$ cat src/rtl/core/drt_pkg.sv
// Shared constants and types for the dirty region tracker.
package drt_pkg;

  // Item operation codes
  typedef enum logic [1:0] {
    OP_MARK_RECT = 2'd0,
    OP_MARK_CELL = 2'd1,
    OP_FETCH     = 2'd2
  } op_t;

  localparam int OP_BITS = 2;

  // Configuration register indexes
  localparam int CFG_INDEX_BITS = 2;
  localparam logic [CFG_INDEX_BITS-1:0] CFG_SCREEN_ROWS = 2'd0;
  localparam logic [CFG_INDEX_BITS-1:0] CFG_SCREEN_COLS = 2'd1;

  // Screen size after reset
  localparam int RESET_SCREEN_ROWS = 25;
  localparam int RESET_SCREEN_COLS = 80;

  // Axis masks
  localparam int MASK_BITS     = 64;
  localparam int MASK_IDX_BITS = 6;

endpackage

$ cat src/rtl/core/drt_span_mask.sv
// Span [begin, end) modulo 64 as a 64-bit mask, all ones for long or empty spans.
module drt_span_mask #(
  parameter int COORD_BITS = 13
) (
  input  logic [COORD_BITS-1:0]          span_begin,
  input  logic [COORD_BITS-1:0]          span_end,
  output logic [drt_pkg::MASK_BITS-1:0]  mask
);

  localparam logic [drt_pkg::MASK_BITS-1:0] ONES = '1;

  logic [COORD_BITS-1:0]             len;
  logic                              long_span;
  logic [drt_pkg::MASK_IDX_BITS-1:0] lo_sh;
  logic [drt_pkg::MASK_IDX_BITS-1:0] hi_sh;
  logic [drt_pkg::MASK_BITS-1:0]     lo;
  logic [drt_pkg::MASK_BITS-1:0]     hi;
  logic [drt_pkg::MASK_BITS-1:0]     both;

  always_comb begin
    len       = span_end - span_begin;
    long_span = |len[COORD_BITS-1:drt_pkg::MASK_IDX_BITS];
    lo_sh     = span_begin[drt_pkg::MASK_IDX_BITS-1:0];
    // (64 - e) mod 64 is the 6-bit negation of e
    hi_sh     = -span_end[drt_pkg::MASK_IDX_BITS-1:0];
    lo        = ONES << lo_sh;
    hi        = ONES >> hi_sh;
    both      = lo & hi;
    if (long_span) begin
      mask = ONES;
    end else if (both == '0) begin
      // wrapped span (or empty span) takes the union
      mask = lo | hi;
    end else begin
      mask = both;
    end
  end

endmodule

$ cat src/rtl/core/drt_accum.sv
// Screen size registers and the accumulated dirty rectangle and masks.
module drt_accum #(
  parameter int COORD_BITS = 13
) (
  input  logic                                clk,
  input  logic                                rst,
  input  logic                                cfg_we,
  input  logic [drt_pkg::CFG_INDEX_BITS-1:0]  cfg_index,
  input  logic [COORD_BITS-1:0]               cfg_data,
  input  logic                                step,
  input  logic [drt_pkg::OP_BITS-1:0]         op,
  input  logic [COORD_BITS-1:0]               begin_row,
  input  logic [COORD_BITS-1:0]               begin_col,
  input  logic [COORD_BITS-1:0]               end_row,
  input  logic [COORD_BITS-1:0]               end_col,
  output logic [COORD_BITS-1:0]               acc_begin_row,
  output logic [COORD_BITS-1:0]               acc_begin_col,
  output logic [COORD_BITS-1:0]               acc_end_row,
  output logic [COORD_BITS-1:0]               acc_end_col,
  output logic [drt_pkg::MASK_BITS-1:0]       acc_row_mask,
  output logic [drt_pkg::MASK_BITS-1:0]       acc_col_mask
);

  logic [COORD_BITS-1:0]         screen_rows;
  logic [COORD_BITS-1:0]         screen_cols;
  logic [COORD_BITS-1:0]         mark_end_row;
  logic [COORD_BITS-1:0]         mark_end_col;
  logic [drt_pkg::MASK_BITS-1:0] row_span;
  logic [drt_pkg::MASK_BITS-1:0] col_span;

  // a single cell ends one past its coordinate, wrapping
  always_comb begin
    if (op == drt_pkg::OP_MARK_CELL) begin
      mark_end_row = begin_row + COORD_BITS'(1);
      mark_end_col = begin_col + COORD_BITS'(1);
    end else begin
      mark_end_row = end_row;
      mark_end_col = end_col;
    end
  end

  drt_span_mask #(.COORD_BITS(COORD_BITS)) u_row_span (
    .span_begin (begin_row),
    .span_end   (mark_end_row),
    .mask       (row_span)
  );

  drt_span_mask #(.COORD_BITS(COORD_BITS)) u_col_span (
    .span_begin (begin_col),
    .span_end   (mark_end_col),
    .mask       (col_span)
  );

  always_ff @(posedge clk) begin
    if (rst) begin
      screen_rows   <= COORD_BITS'(drt_pkg::RESET_SCREEN_ROWS);
      screen_cols   <= COORD_BITS'(drt_pkg::RESET_SCREEN_COLS);
      acc_begin_row <= COORD_BITS'(drt_pkg::RESET_SCREEN_ROWS);
      acc_begin_col <= COORD_BITS'(drt_pkg::RESET_SCREEN_COLS);
      acc_end_row   <= '0;
      acc_end_col   <= '0;
      acc_row_mask  <= '0;
      acc_col_mask  <= '0;
    end else begin
      if (cfg_we) begin
        case (cfg_index)
          drt_pkg::CFG_SCREEN_ROWS: screen_rows <= cfg_data;
          drt_pkg::CFG_SCREEN_COLS: screen_cols <= cfg_data;
          default: ;
        endcase
      end
      if (step) begin
        case (op)
          drt_pkg::OP_MARK_RECT, drt_pkg::OP_MARK_CELL: begin
            if (begin_row < acc_begin_row) acc_begin_row <= begin_row;
            if (begin_col < acc_begin_col) acc_begin_col <= begin_col;
            if (mark_end_row > acc_end_row) acc_end_row <= mark_end_row;
            if (mark_end_col > acc_end_col) acc_end_col <= mark_end_col;
            acc_row_mask <= acc_row_mask | row_span;
            acc_col_mask <= acc_col_mask | col_span;
          end
          drt_pkg::OP_FETCH: begin
            acc_begin_row <= screen_rows;
            acc_begin_col <= screen_cols;
            acc_end_row   <= '0;
            acc_end_col   <= '0;
            acc_row_mask  <= '0;
            acc_col_mask  <= '0;
          end
          default: ;
        endcase
      end
    end
  end

endmodule

$ cat src/rtl/core/dirty_region_tracker_unit.sv
// Dirty region tracker top level: input register, accumulator, result register.
//
//   channel  dir  accept               content
//   s_*      in   s_tvalid & s_tready  one operation word
//   m_*      out  m_tvalid & m_tready  rectangle and masks, one per fetch
//   cfg_*    in   cfg_we               screen_rows (index 0), screen_cols (1)
//
// One word per cycle unless a fetch word stalls; a word sits in the input
// register, where it updates the accumulator; fetch results are registered.
// Reset (rst, synchronous) loads screen size 25 x 80 and clears the region.
// Mark words keep flowing while a fetch result waits; only a fetch word stalls
// in the input register until the result register is free.
module dirty_region_tracker_unit #(
  parameter int COORD_BITS = 13
) (
  input  logic                                clk,
  input  logic                                rst,
  input  logic                                s_tvalid,
  output logic                                s_tready,
  // operation, begin_row, begin_col, end_row, end_col (low first), zero padded
  input  logic [((drt_pkg::OP_BITS + 4*COORD_BITS + 7)/8)*8-1:0] s_tdata,
  output logic                                m_tvalid,
  input  logic                                m_tready,
  // dirty_begin_row, dirty_begin_col, dirty_end_row, dirty_end_col,
  // row_mask, col_mask (low first), zero padded
  output logic [((4*COORD_BITS + 2*drt_pkg::MASK_BITS + 7)/8)*8-1:0] m_tdata,
  input  logic                                cfg_we,
  input  logic [drt_pkg::CFG_INDEX_BITS-1:0]  cfg_index,
  input  logic [COORD_BITS-1:0]               cfg_data
);

  localparam int CB       = COORD_BITS;
  localparam int OB       = drt_pkg::OP_BITS;
  localparam int MB       = drt_pkg::MASK_BITS;
  localparam int OUT_BITS = 4*CB + 2*MB;
  localparam int OUT_W    = ((OUT_BITS + 7)/8)*8;

  // input register
  logic           in_valid;
  logic [OB-1:0]  in_op;
  logic [CB-1:0]  in_begin_row;
  logic [CB-1:0]  in_begin_col;
  logic [CB-1:0]  in_end_row;
  logic [CB-1:0]  in_end_col;

  // result register
  logic           res_valid;
  logic [CB-1:0]  res_begin_row;
  logic [CB-1:0]  res_begin_col;
  logic [CB-1:0]  res_end_row;
  logic [CB-1:0]  res_end_col;
  logic [MB-1:0]  res_row_mask;
  logic [MB-1:0]  res_col_mask;

  logic           is_fetch;
  logic           advance;
  logic           fetch_take;
  logic [CB-1:0]  acc_begin_row;
  logic [CB-1:0]  acc_begin_col;
  logic [CB-1:0]  acc_end_row;
  logic [CB-1:0]  acc_end_col;
  logic [MB-1:0]  acc_row_mask;
  logic [MB-1:0]  acc_col_mask;

  assign is_fetch   = (in_op == drt_pkg::OP_FETCH);
  assign advance    = in_valid && (!is_fetch || !res_valid || m_tready);
  assign fetch_take = advance && is_fetch;
  assign s_tready   = !in_valid || advance;

  always_ff @(posedge clk) begin
    if (rst) begin
      in_valid <= 1'b0;
    end else if (s_tready) begin
      in_valid <= s_tvalid;
    end
    if (s_tvalid && s_tready) begin
      in_op        <= s_tdata[OB-1:0];
      in_begin_row <= s_tdata[OB +     CB - 1 -: CB];
      in_begin_col <= s_tdata[OB + 2 * CB - 1 -: CB];
      in_end_row   <= s_tdata[OB + 3 * CB - 1 -: CB];
      in_end_col   <= s_tdata[OB + 4 * CB - 1 -: CB];
    end
  end

  drt_accum #(.COORD_BITS(CB)) u_accum (
    .clk           (clk),
    .rst           (rst),
    .cfg_we        (cfg_we),
    .cfg_index     (cfg_index),
    .cfg_data      (cfg_data),
    .step          (advance),
    .op            (in_op),
    .begin_row     (in_begin_row),
    .begin_col     (in_begin_col),
    .end_row       (in_end_row),
    .end_col       (in_end_col),
    .acc_begin_row (acc_begin_row),
    .acc_begin_col (acc_begin_col),
    .acc_end_row   (acc_end_row),
    .acc_end_col   (acc_end_col),
    .acc_row_mask  (acc_row_mask),
    .acc_col_mask  (acc_col_mask)
  );

  always_ff @(posedge clk) begin
    if (rst) begin
      res_valid <= 1'b0;
    end else if (fetch_take) begin
      res_valid <= 1'b1;
    end else if (m_tready) begin
      res_valid <= 1'b0;
    end
    if (fetch_take) begin
      res_begin_row <= acc_begin_row;
      res_begin_col <= acc_begin_col;
      res_end_row   <= acc_end_row;
      res_end_col   <= acc_end_col;
      res_row_mask  <= acc_row_mask;
      res_col_mask  <= acc_col_mask;
    end
  end

  assign m_tvalid = res_valid;
  assign m_tdata  = OUT_W'({res_col_mask, res_row_mask, res_end_col, res_end_row,
                            res_begin_col, res_begin_row});

endmodule
$ cat config.mk
export PLATFORM = sky130hd
export DESIGN_NAME = dirty_region_tracker_unit
export DESIGN_NICKNAME = d
export VERILOG_FILES = /design/src/rtl/core/drt_pkg.sv /design/src/rtl/core/drt_span_mask.sv /design/src/rtl/core/drt_accum.sv /design/src/rtl/core/dirty_region_tracker_unit.sv
export SDC_FILE = /design/constraint.sdc
export NUM_CORES = 1
export LEC_CHECK = 0
export BUFFER_PORTS_ARGS = -buffer_cell sky130_fd_sc_hd__clkbuf_2
export CAP_MARGIN = 20
export CORE_UTILIZATION = 55
export DETAILED_ROUTE_END_ITERATION = 6
export GPL_TIMING_DRIVEN = 1
export PLACE_DENSITY_LB_ADDON = 0.1
export RECOVER_POWER = 25
export SLEW_MARGIN = 5
export SYNTH_ARGS = -nofsm -noshare
export SYNTH_HDL_FRONTEND = slang
export SYNTH_HIERARCHICAL = 1
export SYNTH_SLANG_ARGS = --single-unit
$ cat constraint.sdc
create_clock -name clk -period 17.4 [get_ports clk]
set_clock_uncertainty 0.05 [all_clocks]
set_input_delay 0.87 -clock clk [delete_from_list [all_inputs] [get_ports clk]]
set_output_delay 0.87 -clock clk [all_outputs]
set_load 0.005 [all_outputs]
==> summary.txt, run 1 <==
Yosys
  – Top cell type by total area after synthesis: edfxtp_1
  – Number of flops mapped to enable cells by yosys: roughly 230
  – Asr flop ratio synth: 0%
  – Synth warn: 6
  – Post-synthesis sequential area ratio: 48.65%
  – List of most frequent post-synthesis cells: nand2_1, nor2_1, a21oi_1, edfxtp_1, dfxtp_1
  – Netlist cell types: 85
  – Ys flop type: edfxtp_1
  – Area contributors post-synth: edfxtp_1, dfxtp_1, a21oi_1
  – Syn Area/Cell: about 9.3 µm²
  – Most common cell in the netlist: nand2_1
  – Synth Instances: around 2500
  – #FFs+latches synth: approximately 440
  – Post-Syn Area: approximately 23000 µm²
  – Synth top area share: around 30%

Clocking
  – CTS HTree Levels: 2
  – Post-cts gate resize count: 0
  – Post-CTS setup buffers: 0
  – CTS Buf Count: 45
  – Worst-Skew Late Latency: about 580 ps
  – Cts hold-fix bufs: 0
  – Bufs on Longest Clock Path: 3
  – Clock transition at path regs: 70 ps
  – Clock tree from TritonCTS: built
  – Clock root cell: clkbuf_16
  – CTS sink cnt: around 440

Route
  – Post-DR vias/cell: ~6
  – Post-DRT Antenna Nets: 0
  – Vias post-DR: 19650
  – Wirelength per Cell: 21.62 µm
  – DRT iter0 DRCs: approximately 1900
  – Router iterations before antenna repair: 7
  – WL final: approximately 70000 µm
  – DRC viols: 18

Timing
  – Final hold violation count: 0
  – Rel. slew slack: 21.73%
  – Period utilization: 41.61%
  – Worst hold slack: about 370 ps
  – Worst slew pin tran: 1173 ps
  – Crit path time final: between 7000 and 8000 ps
  – RSZ-0062 raised after global routing: false
  – Finish-stage setup viols: 0
  – Setup WS post-layout: a little over 10000 ps
  – Final TNS setup: 0 ps
  – Slew Limit Fails: 0
  – Fmax: between 100 and 150 MHz

Critical path
  – Crit Path Max Fanout: 51
  – Crit. Startpoint: in_op[1]
  – CP required: around 18000 ps
  – Worst-path cell chain: nand2b_2 > mux2_2 > inv_1 > ha_1 > inv_1 > ha_1 > nand2b_1 > nand3_1 > a31o_2 > a2111oi_0 > a41oi_1 > nor3_2 > nand4_4 > buf_16 > maj3_1 > nand3_1 > a21oi_1 > nor2_1
  – Arrival time worst endpoint: roughly 7700 ps
  – Worst path buffer plus inverter count: 3
  – CP Capture Type: register
  – R2R Path Start: in_op[1]
  – Total stage count of the critical path: 18
  – Critical path class: register to register
  – Worst Reg-to-Reg Cells: 18
  – CP delay by family, top: simple AND/OR/NAND/NOR gates
  – Slowest CP cell: edfxtp_1
  – CP max stage delay: 840 ps
  – Startpoint types: register

Run
  – Max-cap violations: 0

Global routing
  – Pin count of the biggest net entering global routing: around 100
  – First-pass GRT wire length: approximately 110000 µm
  – Antenna violations before repair: 3
  – Gr usage total: roughly 32%
  – Total gr overflow: 0
  – Vias in the first global route: between 15000 and 20000

Placement
  – Post-DP HPWL: roughly 48000 µm
  – Port bufs: 255
  – Place WS: slightly below 10000 ps
  – RD Place Congestion: between 0.9 and 1

Floorplanning
  – Die ar.: approximately 43000 µm²
  – Die X-Extent: approximately 210 µm
  – Core Region: about 40000 µm²
  – Die H: 206.5 µm
  – Initial core utilization: a little under three fifths
  – IO Pins: 262
  – Row cnt: 74

Power
  – Peak supply drop: about 0.094 mV
  – Leakage Power: 9.952 nW
  – Pwr dens: between 100 and 150 nW/µm²

Hold path
  – Min-delay src: u_accum/acc_row_mask[8]
  – Hold WC Path Type: register to register
  – Cell count of the worst hold path: 0

Run status
  – Outcome: finished with violations
  – Failing checks: DRC

Cells and area
  – Fill count: approximately 3400
  – Layout area overhead: 13.76%
  – Ant diodes: 0
  – Nets: ~2800
  – Share of cells above drive strength 1: about a fifth
==> per-layer routing <==
layer  vias to the layer above  track usage [%]  part of all wire (%)
li1                       9171                -                     -
met1                      9426            45.55                    44
met2                       907            49.44                    44
met3                       139            6.812                   8.9
met4                         2            10.08                   2.6
met5                         -                0                 0.019
==> placed cells by master, fill, tap and decap left out, types with 88 or more instances in the layout <==
cell type and n:
o21ai_0 90, a21oi_1 269, edfxtp_1 234, ha_1 88
nor2_1 283, maj3_2 98, inv_1 95, dfxtp_1 208
clkbuf_2 256, nand2_1 359
==> worst reg2reg max path, cell delays in order (launching register included) <==
cell and delay [ps]:
edfxtp_1 840, nand2b_2 580, mux2_2 520, inv_1 180
ha_1 340, inv_1 110, ha_1 540, nand2b_1 430
nand3_1 470, a31o_2 410, a2111oi_0 770, a41oi_1 240
nor3_2 330, nand4_4 290, buf_16 300, maj3_1 460
nand3_1 130, a21oi_1 70, nor2_1 110
==> area by class of cell <==
class / instances / area (µm²) / area share, %
Inverter: 97 / 364.1 / 1.392
Sequential cell: 442 / 11190 / 42.77
Tap cell: 532 / 665.6 / 2.544
Multi-Input combinational cell: 1754 / 10680 / 40.82
Clock inverter: 25 / 280.3 / 1.071
Clock buffer: 58 / 1257 / 4.806
Timing Repair Buffer: 309 / 1727 / 6.599
==> power by group <==
part,internal [mW],switching [mW]
combinational,0.154,0.298
sequential,1.14,0.0257
clock,0.588,0.409
==> logic make-up (layout without fill, tap and decap cells) <==
kind of cell	count (synthesis)	in the layout	synth area share, %
buf+inv	271	489	5.277
fa+ha+maj	194	194	9.933
xor+xnor	36	36	1.371
mux	4	4	0.1958
compound gates	620	620	17.11
flops	442	442	48.65
simple gates	896	896	17.44
other cells	1	4	0.01630
==> registers in the layout, summed over array words and instances (netlist names) <==
register,count
u_accum/acc_end_row,13
res_col_mask,64
in_end_col,13
in_valid,1
u_accum/acc_begin_col,13
u_accum/screen_rows,13
res_begin_row,13
u_accum/acc_begin_row,13
res_end_col,13
u_accum/acc_row_mask,64
u_accum/screen_cols,13
in_op,2
res_begin_col,13
res_row_mask,64
m_tvalid,1
in_begin_col,13
u_accum/acc_col_mask,64
u_accum/acc_end_col,13
in_end_row,13
in_begin_row,13
res_end_row,13
==> stage by stage <==
| step | total power, mW | cells | area, µm² | utilization (%) |
|---|---|---|---|---|
| 3_5_place_dp | 1.630 | 3130 | 24570 | 59.91 |
| 4_1_cts | 2.622 | 3213 | 26110 | 63.66 |
| 3_3_place_gp | 1.621 | 3129 | 24540 | 59.84 |
| 6_report | 2.619 | 3217 | 26170 | 63.79 |
| 2_1_floorplan | 1.493 | 2467 | 23010 | - |
| 5_1_grt | 2.712 | 3217 | 26170 | 63.79 |
==> final timing paths <==
check	end	slack, ps
worst max-delay path	u_accum/acc_col_mask[6]	10160
worst min-delay path	res_row_mask[8]	370
worst max register to register	u_accum/acc_col_mask[6]	10160
worst min register to register	res_row_mask[8]	370
Note: power is estimated with default switching activity, not from simulation.
==> inputs of run 2 (changes only) <==
ABC_AREA = 1   (was default)
CORE_UTILIZATION = 54   (was 55)
clock period = 5.82 ns   (was 17.4 ns; I/O delays follow)
==> run 2 against run 1 <==
The flow now finishes without violations; via count rose by 22%; routed wire length rose by 15%; utilization fell by 1.2 points.
==> summary.txt, run 2 <==
Route
  – WL final: 80120 µm (was 69550 µm)
  – Wirelength per Cell: 18.21 µm (was 21.62 µm)
  – DRC viols: 0 (was 18)
  – Post-DR vias/cell: 5.458 (was 6.107)
  – Router iterations before antenna repair: 6 (was 7)
  – Vias post-DR: 24010 (was 19650)
  – Post-DRT Antenna Nets: 0 (unchanged)
  – DRT iter0 DRCs: 2016 (was 1926)

Yosys
  – Synth warn: 6 (unchanged)
  – Synth Instances: 3493 (was 2464)
  – Post-Syn Area: 25500 µm² (was 23000 µm²)
  – Ys flop type: edfxtp_1 (unchanged)
  – Syn Area/Cell: 7.301 µm² (was 9.335 µm²)
  – Area contributors post-synth: edfxtp_1, dfxtp_1, nand2_1 (was edfxtp_1, dfxtp_1, a21oi_1)
  – List of most frequent post-synthesis cells: nand2_1, inv_1, a21oi_1, nor2_1, nand3_1 (was nand2_1, nor2_1, a21oi_1, edfxtp_1, dfxtp_1)
  – #FFs+latches synth: 442 (unchanged)
  – Most common cell in the netlist: nand2_1 (unchanged)
  – Post-synthesis sequential area ratio: 43.88% (was 48.65%)
  – Top cell type by total area after synthesis: edfxtp_1 (unchanged)
  – Netlist cell types: 41 (was 85)
  – Synth top area share: 27.55% (was 30.55%)
  – Asr flop ratio synth: 0% (unchanged)
  – Number of flops mapped to enable cells by yosys: 234 (unchanged)

Timing
  – Finish-stage setup viols: 0 (unchanged)
  – RSZ-0062 raised after global routing: false (unchanged)
  – Worst hold slack: 82.20 ps (was 371.4 ps)
  – Final TNS setup: 0 ps (unchanged)
  – Crit path time final: 5075 ps (was 7239 ps)
  – Rel. slew slack: 30.37% (was 21.73%)
  – Period utilization: 87.20% (was 41.61%)
  – Setup WS post-layout: 745.1 ps (was 10160 ps)
  – Final hold violation count: 0 (unchanged)
  – Fmax: 197.0 MHz (was 138.1 MHz)
  – Slew Limit Fails: 0 (unchanged)
  – Worst slew pin tran: 1041 ps (was 1173 ps)

Cells and area
  – Cell Count, Final, Fillers Out: 4399 (was 3217)
  – Commonest non-fill, non-tap cell in the layout: nand2_1 (unchanged)
  – Nets: 3919 (was 2813)
  – Commonest non-fill, non-tap cells in the layout: nand2_1, inv_1, a21oi_1 (was nand2_1, nor2_1, a21oi_1)
  – Final std cell area, no fill: 29150 µm² (was 26170 µm²)
  – Share of cells above drive strength 1: 12.05% (was 20.00%)
  – Layout area overhead: 14.31% (was 13.76%)
  – Final design utilization: 62.62% (was 63.79%)
  – Ant diodes: 0 (unchanged)

Clocking
  – CTS sink cnt: 442 (unchanged)
  – Clock tree from TritonCTS: built (unchanged)
  – Bufs on Longest Clock Path: 3 (unchanged)
  – Clock transition at path regs: 60 ps (was 70 ps)
  – Worst-Skew Late Latency: 610 ps (was 580 ps)
  – Post-CTS setup buffers: 0 (unchanged)
  – CTS Buf Count: 45 (unchanged)
  – CTS HTree Levels: 2 (unchanged)
  – Clock root cell: clkbuf_16 (unchanged)

Global routing
  – Pin count of the biggest net entering global routing: 115 (was 101)
  – Gr usage total: 32.91% (was 32.29%)
  – Vias in the first global route: 22740 (was 18420)
  – Total gr overflow: 0 (unchanged)
  – Antenna violations before repair: 0 (was 3)
  – First-pass GRT wire length: 123200 µm (was 105700 µm)

Floorplanning
  – IO Pins: 262 (unchanged)
  – Die ar.: 48100 µm² (was 42640 µm²)
  – Row cnt: 79 (was 74)
  – Die X-Extent: 219.3 µm (was 206.5 µm)
  – Initial core utilization: 54.78% (was 56.08%)
  – Core Region: 46560 µm² (was 41020 µm²)
  – Die H: 219.3 µm (was 206.5 µm)

Critical path
  – CP Capture Type: register (unchanged)
  – Arrival time worst endpoint: 5540 ps (was 7700 ps)
  – Critical path class: register to register (unchanged)
  – Slowest CP cell: edfxtp_1 (unchanged)
  – CP max stage delay: 510 ps (was 840 ps)
  – CP most frequent cell: nand2_1
  – CP required: 6280 ps (was 17860 ps)
  – Startpoint types: register (unchanged)
  – Crit Path Max Fanout: 36 (was 51)

Run status
  – Outcome: completed (was finished with violations)

Power
  – Pwr Total: 8.089 mW (was 2.619 mW)
  – Leakage Power: 13.25 nW (was 9.952 nW)
  – Pwr dens: 277.5 nW/µm² (was 100.1 nW/µm²)
  – Peak supply drop: 0.3366 mV (was 0.09398 mV)

Placement
  – Placed inst area: 26970 µm² (was 24570 µm²)
  – Port bufs: 255 (unchanged)
  – Place WS: 840.4 ps (was 9728 ps)
  – Post-DP HPWL: 56260 µm (was 47910 µm)
  – RD Place Congestion: 1.004 (was 0.9687)
  – Placed instance count: 4246 (was 3130)

Run
  – Max-cap violations: 0 (unchanged)

Hold path
  – Hold WC Path Type: primary input to register (was register to register)
==> run 2: cell types whose count changed after synthesis, moves of 30 or more <==
cell,delta
clkbuf_1,-49
inv_1,+438
maj3_2,-98
nand2_1,+689
nand2b_1,-30
nand3_1,+172
nor2_1,-39
nor3_1,+99
or2_2,+41
==> run 2: worst max-delay path: cells and delay by family, from the launching register on <==
family          cells  cell delay [ps]
simple gates       16             2040
buf+inv             8             1510
fa+ha+maj           2              560
flops               1              510
compound gates      2              290
==> run 2: final cells by class <==
class	count	area (µm²)
fillers	4160	17400
multi-input cells	2360	11380
flip-flops and latches	442	11190
repair buffers	361	2270
inverters	545	2051
clock buffers	58	1246
well taps	607	759.5
clock inverters	26	256.5
==> run 2: worst paths after layout <==
| check | start | endpoint | slack, ps | cells after the start |
|---|---|---|---|---|
| setup reg to reg | in_op[0] | u_accum/acc_col_mask[15] | 750 | 28 |
| hold / removal | cfg_index[0] | u_accum/screen_rows[3] | 80 | 4 |
| setup / recovery | in_op[0] | u_accum/acc_col_mask[15] | 750 | 28 |
| hold reg to reg | u_accum/acc_row_mask[9] | res_row_mask[9] | 360 | 0 |
==> run 2: repair_timing <==
| action | CTS | global route |
|---|---|---|
| hold endpoints to repair | 81 | 0 |
| gates resized for setup | 0 | 0 |
| endpoints found under the setup margin | 0 | 0 |
| hold buffers | 69 | 0 |
==> run 2: where the power goes <==
part,total (mW),switching (mW),internal (mW)
Combinational,1.62,1.12,0.493
Sequential,3.53,0.0961,3.43
Clock,2.94,1.28,1.66
Total,8.09,2.50,5.59
==> run 2: kinds of logic (layout without fill, tap and decap cells) <==
kind of cell / Yosys count / in the layout / synth area share (%)
simple gates: 1814 / 1814 / 30.27
xor+xnor: 23 / 23 / 0.7899
compound gates: 431 / 431 / 9.047
flops: 442 / 442 / 43.88
fa+ha+maj: 88 / 88 / 4.317
other cells: 1 / 4 / 0.01470
buf+inv: 694 / 990 / 11.68
==> run 2: layer usage <==
layer / vias up / track usage, % / wire, µm
li1: 11670 / - / -
met1: 11240 / 45.23 / 35380
met2: 954 / 52.65 / 36530
met3: 143 / 5.419 / 6080
met4: 0 / 10.44 / 2140
met5: - / 0 / 0
